## src/rtl/swm_pkg.sv

```systemverilog
// swm_pkg: shared widths, deque entry and interface types for sliding_window_max.
// No dependencies; used by every rtl file of the block.
`timescale 1ns / 1ps

package swm_pkg;

   localparam int SAMPLE_W = 32;
   localparam int DEPTH    = 64;
   localparam int ADDR_W   = $clog2(DEPTH);
   localparam int CNT_W    = ADDR_W + 1;       // holds 0..DEPTH
   localparam int POS_W    = ADDR_W + 1;       // positions wrap modulo 2*DEPTH
   localparam int WIN_W    = 7;                // window_size register width
   localparam int CMP_W    = SAMPLE_W + 1;

   typedef enum logic [3:0] {
      ST_IDLE  = 4'b0001,
      ST_FRONT = 4'b0010,
      ST_BACK  = 4'b0100,
      ST_PUSH  = 4'b1000
   } state_type;

   typedef struct packed {
      logic [POS_W-1:0]           tag;
      logic signed [SAMPLE_W-1:0] value;
   } entry_type;

   typedef struct packed {
      logic              we;
      logic [ADDR_W-1:0] waddr;
      entry_type         wdata;
      logic [ADDR_W-1:0] raddr;
   } ram_req_type;

   typedef struct packed {
      logic                       valid;
      logic signed [SAMPLE_W-1:0] value;
   } result_type;

endpackage

```

## src/rtl/swm_ram.sv

```systemverilog
// swm_ram: deque storage, one write and one registered read per cycle.
// Depends on swm_pkg for the entry and request types.
`timescale 1ns / 1ps

module swm_ram (
   input  logic                 clock,
   input  swm_pkg::ram_req_type ram_req,
   output swm_pkg::entry_type   ram_rdata
);

   swm_pkg::entry_type deque_mem [swm_pkg::DEPTH];
   swm_pkg::entry_type rdata_ff;

   always_ff @(posedge clock) begin
      if (ram_req.we) begin
         deque_mem[ram_req.waddr] <= ram_req.wdata;
      end
      rdata_ff <= deque_mem[ram_req.raddr];
   end

   assign ram_rdata = rdata_ff;

endmodule

```

## src/rtl/swm_seq.sv

```systemverilog
// swm_seq: sequencer for the monotonic deque, with the one shared comparator.
// Depends on swm_pkg; drives swm_ram through a request struct.
`timescale 1ns / 1ps

module swm_seq (
   input  logic                               clock,
   input  logic                               reset,
   input  logic                               req_valid,
   output logic                               req_ready,
   input  logic signed [swm_pkg::SAMPLE_W-1:0] req_sample,
   input  logic                               req_first,
   input  logic [swm_pkg::WIN_W-1:0]          win,
   input  logic                               rsp_free,
   output swm_pkg::ram_req_type               ram_req,
   input  swm_pkg::entry_type                 ram_rdata,
   output swm_pkg::result_type                res
);

   swm_pkg::state_type state_ff, state_in;
   logic [swm_pkg::ADDR_W-1:0] head_ff, head_in;
   logic [swm_pkg::CNT_W-1:0]  count_ff, count_in;
   logic [swm_pkg::POS_W-1:0]  pos_ff, pos_in;
   logic [swm_pkg::CNT_W-1:0]  fill_ff, fill_in;
   logic signed [swm_pkg::SAMPLE_W-1:0] sample_ff, sample_in;
   logic signed [swm_pkg::SAMPLE_W-1:0] front_ff, front_in;

   logic [swm_pkg::CNT_W-1:0]  w_eff;
   logic [swm_pkg::POS_W-1:0]  age;
   logic [swm_pkg::CNT_W-1:0]  fill_next;
   logic signed [swm_pkg::CMP_W-1:0] cmp_a, cmp_b;
   logic                       cmp_lt;

   // zero acts as one, anything above the deque depth saturates
   always_comb begin
      if (win == '0) begin
         w_eff = swm_pkg::CNT_W'(1);
      end else if (win > swm_pkg::WIN_W'(swm_pkg::DEPTH)) begin
         w_eff = swm_pkg::CNT_W'(swm_pkg::DEPTH);
      end else begin
         w_eff = swm_pkg::CNT_W'(win);
      end
   end

   assign age = pos_ff - ram_rdata.tag;

   // shared comparator: age against window when checking the front,
   // stored value against the new sample when checking the back
   always_comb begin
      if (state_ff == swm_pkg::ST_FRONT) begin
         cmp_a = $signed({{(swm_pkg::CMP_W-swm_pkg::POS_W){1'b0}}, age});
         cmp_b = $signed({{(swm_pkg::CMP_W-swm_pkg::CNT_W){1'b0}}, w_eff});
      end else begin
         cmp_a = $signed({ram_rdata.value[swm_pkg::SAMPLE_W-1], ram_rdata.value});
         cmp_b = $signed({sample_ff[swm_pkg::SAMPLE_W-1], sample_ff});
      end
   end

   assign cmp_lt = cmp_a < cmp_b;

   assign fill_next = (fill_ff == swm_pkg::CNT_W'(swm_pkg::DEPTH)) ? fill_ff
                                                                    : fill_ff + 1'b1;

   always_comb begin
      state_in      = state_ff;
      head_in       = head_ff;
      count_in      = count_ff;
      pos_in        = pos_ff;
      fill_in       = fill_ff;
      sample_in     = sample_ff;
      front_in      = front_ff;
      ram_req.we    = 1'b0;
      ram_req.waddr = head_ff + count_ff[swm_pkg::ADDR_W-1:0];
      ram_req.wdata.tag   = pos_ff;
      ram_req.wdata.value = sample_ff;
      ram_req.raddr = head_ff;
      res.valid     = 1'b0;
      res.value     = (count_ff == '0) ? sample_ff : front_ff;

      unique case (state_ff)
         swm_pkg::ST_IDLE: begin
            if (req_valid) begin
               sample_in = req_sample;
               if (req_first) begin
                  head_in  = '0;
                  count_in = '0;
                  pos_in   = '0;
                  fill_in  = '0;
                  state_in = swm_pkg::ST_PUSH;
               end else if (count_ff != '0) begin
                  state_in = swm_pkg::ST_FRONT;  // front tag read issued now
               end else begin
                  state_in = swm_pkg::ST_PUSH;
               end
            end
         end
         swm_pkg::ST_FRONT: begin
            if (!cmp_lt) begin
               // front entry has left the window
               head_in  = head_ff + 1'b1;
               count_in = count_ff - 1'b1;
               ram_req.raddr = head_ff + 1'b1;
               if (count_ff == swm_pkg::CNT_W'(1)) begin
                  state_in = swm_pkg::ST_PUSH;
               end
            end else begin
               front_in = ram_rdata.value;
               ram_req.raddr = head_ff + swm_pkg::ADDR_W'(count_ff - 1'b1);
               state_in = swm_pkg::ST_BACK;
            end
         end
         swm_pkg::ST_BACK: begin
            if (cmp_lt) begin
               count_in = count_ff - 1'b1;
               ram_req.raddr = head_ff + swm_pkg::ADDR_W'(count_ff - 2'd2);
               if (count_ff == swm_pkg::CNT_W'(1)) begin
                  state_in = swm_pkg::ST_PUSH;
               end
            end else begin
               state_in = swm_pkg::ST_PUSH;
            end
         end
         swm_pkg::ST_PUSH: begin
            if (rsp_free) begin
               if (count_ff != swm_pkg::CNT_W'(swm_pkg::DEPTH)) begin
                  ram_req.we = 1'b1;
                  count_in   = count_ff + 1'b1;
               end
               fill_in   = fill_next;
               pos_in    = pos_ff + 1'b1;
               res.valid = (fill_next >= w_eff);
               state_in  = swm_pkg::ST_IDLE;
            end
         end
         default: begin
            state_in = swm_pkg::ST_IDLE;
         end
      endcase
   end

   always_ff @(posedge clock) begin
      if (reset) begin
         state_ff <= swm_pkg::ST_IDLE;
         head_ff  <= '0;
         count_ff <= '0;
         pos_ff   <= '0;
         fill_ff  <= '0;
      end else begin
         state_ff <= state_in;
         head_ff  <= head_in;
         count_ff <= count_in;
         pos_ff   <= pos_in;
         fill_ff  <= fill_in;
      end
      sample_ff <= sample_in;
      front_ff  <= front_in;
   end

   assign req_ready = (state_ff == swm_pkg::ST_IDLE);

endmodule

```

## src/rtl/sliding_window_max.sv

```systemverilog
// Sliding window maximum over a stream of signed 32-bit samples, kept as a
// monotonic deque of up to 64 candidates in a single-port-read RAM. A sample
// goes straight to the push when req_first is set or the deque is empty on
// arrival. Otherwise the sequencer first drops the entries that have left the
// window from the front; if any remain, it keeps the front value and pops the
// entries below the new sample from the back, then pushes. The push also
// waits while an earlier result is still untaken. The sequencer makes one
// comparison a cycle through one shared comparator and one RAM read. Each
// sample is pushed once and removed at most once. A result is given only once
// window_size samples have arrived since reset or the last transfer with
// req_first set.
// Depends on swm_pkg, swm_ram and swm_seq.
`timescale 1ns / 1ps

module sliding_window_max (
   input  logic                                clock,
   input  logic                                reset,
   input  logic                                req_valid,
   output logic                                req_ready,
   input  logic signed [swm_pkg::SAMPLE_W-1:0] req_sample,
   input  logic                                req_first,
   output logic                                rsp_valid,
   input  logic                                rsp_ready,
   output logic signed [swm_pkg::SAMPLE_W-1:0] rsp_max_value,
   input  logic                                csr_we,
   input  logic [swm_pkg::WIN_W-1:0]           csr_wdata
);

   logic [swm_pkg::WIN_W-1:0] win_ff;
   logic                      rsp_valid_ff;
   logic signed [swm_pkg::SAMPLE_W-1:0] rsp_value_ff;
   logic                      rsp_free;
   swm_pkg::ram_req_type      ram_req;
   swm_pkg::entry_type        ram_rdata;
   swm_pkg::result_type       res;

   assign rsp_free = !rsp_valid_ff || rsp_ready;

   swm_seq u_seq (
      .clock      (clock),
      .reset      (reset),
      .req_valid  (req_valid),
      .req_ready  (req_ready),
      .req_sample (req_sample),
      .req_first  (req_first),
      .win        (win_ff),
      .rsp_free   (rsp_free),
      .ram_req    (ram_req),
      .ram_rdata  (ram_rdata),
      .res        (res)
   );

   swm_ram u_ram (
      .clock     (clock),
      .ram_req   (ram_req),
      .ram_rdata (ram_rdata)
   );

   always_ff @(posedge clock) begin
      if (reset) begin
         win_ff       <= swm_pkg::WIN_W'(1);
         rsp_valid_ff <= 1'b0;
      end else begin
         if (csr_we) begin
            win_ff <= csr_wdata;
         end
         if (res.valid) begin
            rsp_valid_ff <= 1'b1;
         end else if (rsp_ready) begin
            rsp_valid_ff <= 1'b0;
         end
      end
      if (res.valid) begin
         rsp_value_ff <= res.value;
      end
   end

   assign rsp_valid     = rsp_valid_ff;
   assign rsp_max_value = rsp_value_ff;

endmodule

```

## config.mk

```make
export PLATFORM = sky130hd
export DESIGN_NAME = sliding_window_max
export DESIGN_NICKNAME = d
export VERILOG_FILES = /design/src/rtl/swm_pkg.sv /design/src/rtl/swm_ram.sv /design/src/rtl/swm_seq.sv /design/src/rtl/sliding_window_max.sv
export SDC_FILE = /design/constraint.sdc
export NUM_CORES = 2
export LEC_CHECK = 0
export BUFFER_PORTS_ARGS = -buffer_cell sky130_fd_sc_hd__buf_2
export CAP_MARGIN = 20
export CORE_MARGIN = 1.5
export CORE_UTILIZATION = 50
export DETAILED_ROUTE_END_ITERATION = 10
export GPL_ROUTABILITY_DRIVEN = 0
export PLACE_DENSITY = 0.79
export RECOVER_POWER = 100
export SLEW_MARGIN = 20
export SYNTH_ARGS = -nofsm -noshare
export SYNTH_HDL_FRONTEND = slang
export SYNTH_HIERARCHICAL = 1
export SYNTH_SLANG_ARGS = --single-unit
```

## constraint.sdc

```tcl
create_clock -name clock -period 6.34 [get_ports clock]
set_clock_uncertainty 0.05 [all_clocks]
set_input_delay 0.951 -clock clock [delete_from_list [all_inputs] [get_ports clock]]
set_output_delay 0.951 -clock clock [all_outputs]
set_load 0.02 [all_outputs]
```

==> results.txt <==
Worst Setup Start Kind = flop
WL met2 = 131000 um
Crit Path Max Fanout = 39
Die W = 457 um
Tot GR Track Use = 0.268
Largest net degree at the start of global routing = 69
Root buffer cell = clkbuf_16
Finish-stage setup viols = 0
Synth Instances = 4796
Drt drc = 0
CP required = 7.04 ns
Worst path slowest cell = or4b_1
Antenna Nets Post-Route = 0
Hold WC Path Type = input port to flop
Distinct cells, synth = 76
Worst slew margin = -1.25
Largest stage delay on the critical path = 0.70 ns
Site Rows = 166
Syn_nets = 4915
Final core utilization = 0.568
Failing checks = capacitance limit, slew limit
Leakage = 0.0352 uW
Slew Viols, Final = 4509
Final cell count without fillers = 8089
Final worst-path cycle share = 0.993
Std-Cell Core Area = 205000 sq um
Routed wire length = 281000 um
Placed cells = 7626
Most common cell after layout, fill and taps aside = edfxtp_1
Final Hold Viols = 0
Critical setup path kind = flop to flop
Initial Util = 0.504
Num Clock Sinks = 2670
Primary FF master, synth = edfxtp_1
Crit path depth = 19
Worst reg2reg path depth = 19
PnR worst setup slack = 0.0460 ns
Pwr per Cell Area = 300 nW/um^2
Pre-CTS setup slack = -0.000907 ns
Vias in the first global route = 54300
Fill count = 14200
Worst hold start = req_sample[20]
Area occupied by multi-input gates = 22600 sq um
Ys Warns = 6
Setup crit end kind = flop
Peak VDD IR = 344 uV
Placed cell area = 109000 sq um
Dpl hpwl = 161000 um
First-pass GRT wire length = 397000 um
Clock transition at the registers of the reported paths = 0.06 ns
WL/cell = 34.8 um
IO Count = 79
Clock buffer count from CTS = 238
Nets@finish = 5299
FF+latch area = 79400 sq um
Crit path max-delay family = simple AND/OR/NAND/NOR gates
DR iter-0 viols = 8732
Highest Clock Rate = 159 MHz
Hold Path Depth = 1
Register area share after synthesis = 0.770
Drt via density = 6.68
Post-synth ARST share = 0
Drt first pass iters = 6
Status = complete, but fails checks
Cells along the critical path = nand2b_1 > or3_2 > buf_12 > nand2_1 > ha_1 > nand4_1 > nor4_1 > or4b_1 > a21oi_2 > nor3_4 > o21ai_0 > a22oi_1 > nand2_4 > buf_12 > buf_2 > mux4_2 > a22oi_1 > nand3_1 > and4_1
Yosys reg bits = 2670
H-Tree Level Count = 4
Gr ovfl total = 0
Top sig layer = met5
Post-synth EDFFs = 2592
Crit path DAT = 7.00 ns
Buf+Inv Stages, Crit Path = 3
Worst slew pin tran = 3.37 ns
Die ar. = 209000 sq um
Area Overhead vs Synth = 12.7%
Crit path time final = 6.29 ns
Via count = 54100
Post-CTS Hold Buffers = 0
Die Span Y = 457 um
Ratio of cells with drive above 1 in the final layout = 0.252
Worst Setup SP = u_seq/state_ff[0]
# Max-Cap Violations = 107
Clock latency on the worst-skew pair = 0.89 ns
Synth Cell Area = 103000 sq um
Max Buffers Root-to-Sink = 3
Syn avg cell area = 21.5 sq um
IO buf count = 78
Met1 Wirelength = 94800 um
CTS tree = done
Initial antenna violation count = 23
Setup tns final = 0 ns
Reg-to-reg startpoint = u_seq/state_ff[0]
DR WL met3 = 39700 um
Commonest non-fill, non-tap cells in the layout = 2592 x edfxtp_1, 614 x mux4_2, 240 x clkbuf_16
Design area = 116000 sq um
metrics by stage:
| stage | hold WS (ns) | power [uW] |
|---|---|---|
| 3_5_place_dp | 0.364 | 20900 |
| 4_1_cts | 0.149 | 34900 |
| 2_1_floorplan | 0.351 | 20400 |
| 6_report | 0.201 | 34900 |
| 5_1_grt | 0.161 | 35700 |
| 3_3_place_gp | 0.362 | 20900 |
cell type report:
type	instances	share of cell area
Clock buffer	303	0.0544
Multi-Input combinational cell	1833	0.194
Tap cell	2688	0.0289
Antenna cell	11	0.000237
Clock inverter	147	0.0118
Timing Repair Buffer	399	0.0268
Inverter	38	0.00123
Sequential cell	2670	0.683
state kept, by name, indices dropped and copies added, names as in the netlist:
name and flops:
rsp_valid 1, u_seq/count_ff 7, u_seq/pos_ff 7, u_seq/sample_ff 32, u_seq/head_ff 6, win_ff 7, rsp_max_value 32, u_seq/front_ff 32
u_ram/ram_rdata 39, u_seq/fill_ff 7, u_ram/deque_mem 2496, u_seq/state_ff 4
cells in the mapped netlist (all sizes together), types with 12 or more instances:
cell type  count  area share
a21o          16      0.0012
a22o          13      0.0011
nor2         139      0.0051
dfxtp         78       0.015
nor4          36      0.0022
ha            70      0.0085
nand2        112      0.0041
o221ai        24      0.0020
xnor2         24      0.0020
clkbuf        96      0.0035
mux2          57      0.0062
a211oi        22      0.0016
a22oi         50      0.0036
nor2b         52      0.0032
nand2b        18      0.0011
o21a          14      0.0010
a221oi        19      0.0017
o22ai        160      0.0097
xor2          12      0.0010
a21oi         85      0.0042
edfxtp      2592        0.75
buf          159       0.010
o21ai         52      0.0025
nand3         42      0.0020
mux4         614        0.13
nor3          17     0.00098
inv           38      0.0014
mux2i         66      0.0064
what timing repair did:
item,4_1_cts,5_1_grt
gates cloned,0,0
setup buffers,0,1
pin swaps,0,1
resized for setup,2,11
endpoints found under the setup margin,2,36
layer usage:
layer | vias to the layer above | GRT usage
met1 | 28000 | 0.356
li1 | 21000 | -
met5 | - | 0
met2 | 4322 | 0.413
met3 | 766 | 0.0709
met4 | 10 | 0.129
worst reg2reg max path: stages (launching register included):
cell	delay, ns
dfxtp_1	0.39
nand2b_1	0.19
or3_2	0.45
buf_12	0.20
nand2_1	0.17
ha_1	0.21
nand4_1	0.17
nor4_1	0.34
or4b_1	0.70
a21oi_2	0.34
nor3_4	0.12
o21ai_0	0.35
a22oi_1	0.21
nand2_4	0.36
buf_12	0.32
buf_2	0.33
mux4_2	0.34
a22oi_1	0.32
nand3_1	0.38
and4_1	0.29
where the power goes:
part           internal (uW)  switching (uW)  leakage (uW)  total (uW)
Sequential             19500             102        0.0237       19600
Combinational            237             729       0.00774         966
Clock                   7810            6460       0.00373       14300
final timing paths:
check,to,slack [ns]
max,u_ram/ram_rdata[17],0.05
min,u_seq/sample_ff[20],0.20
max reg2reg,u_ram/ram_rdata[17],0.05
min reg2reg,u_seq/front_ff[10],0.38
kinds of logic (layout without fill, tap and decap cells):
family / Yosys count / count (layout) / share of synthesized area
AO/OA/AOI/OAI: 507 / 507 / 0.0330
buffers and inverters: 293 / 887 / 0.0152
flip-flops: 2670 / 2670 / 0.770
XOR/XNOR: 36 / 36 / 0.00306
AND/OR/NAND/NOR: 479 / 479 / 0.0232
adder cells (fa/ha/maj): 74 / 74 / 0.00927
multiplexers: 737 / 737 / 0.147
other: 0 / 11 / 0
(Power assumes the default switching activity.)
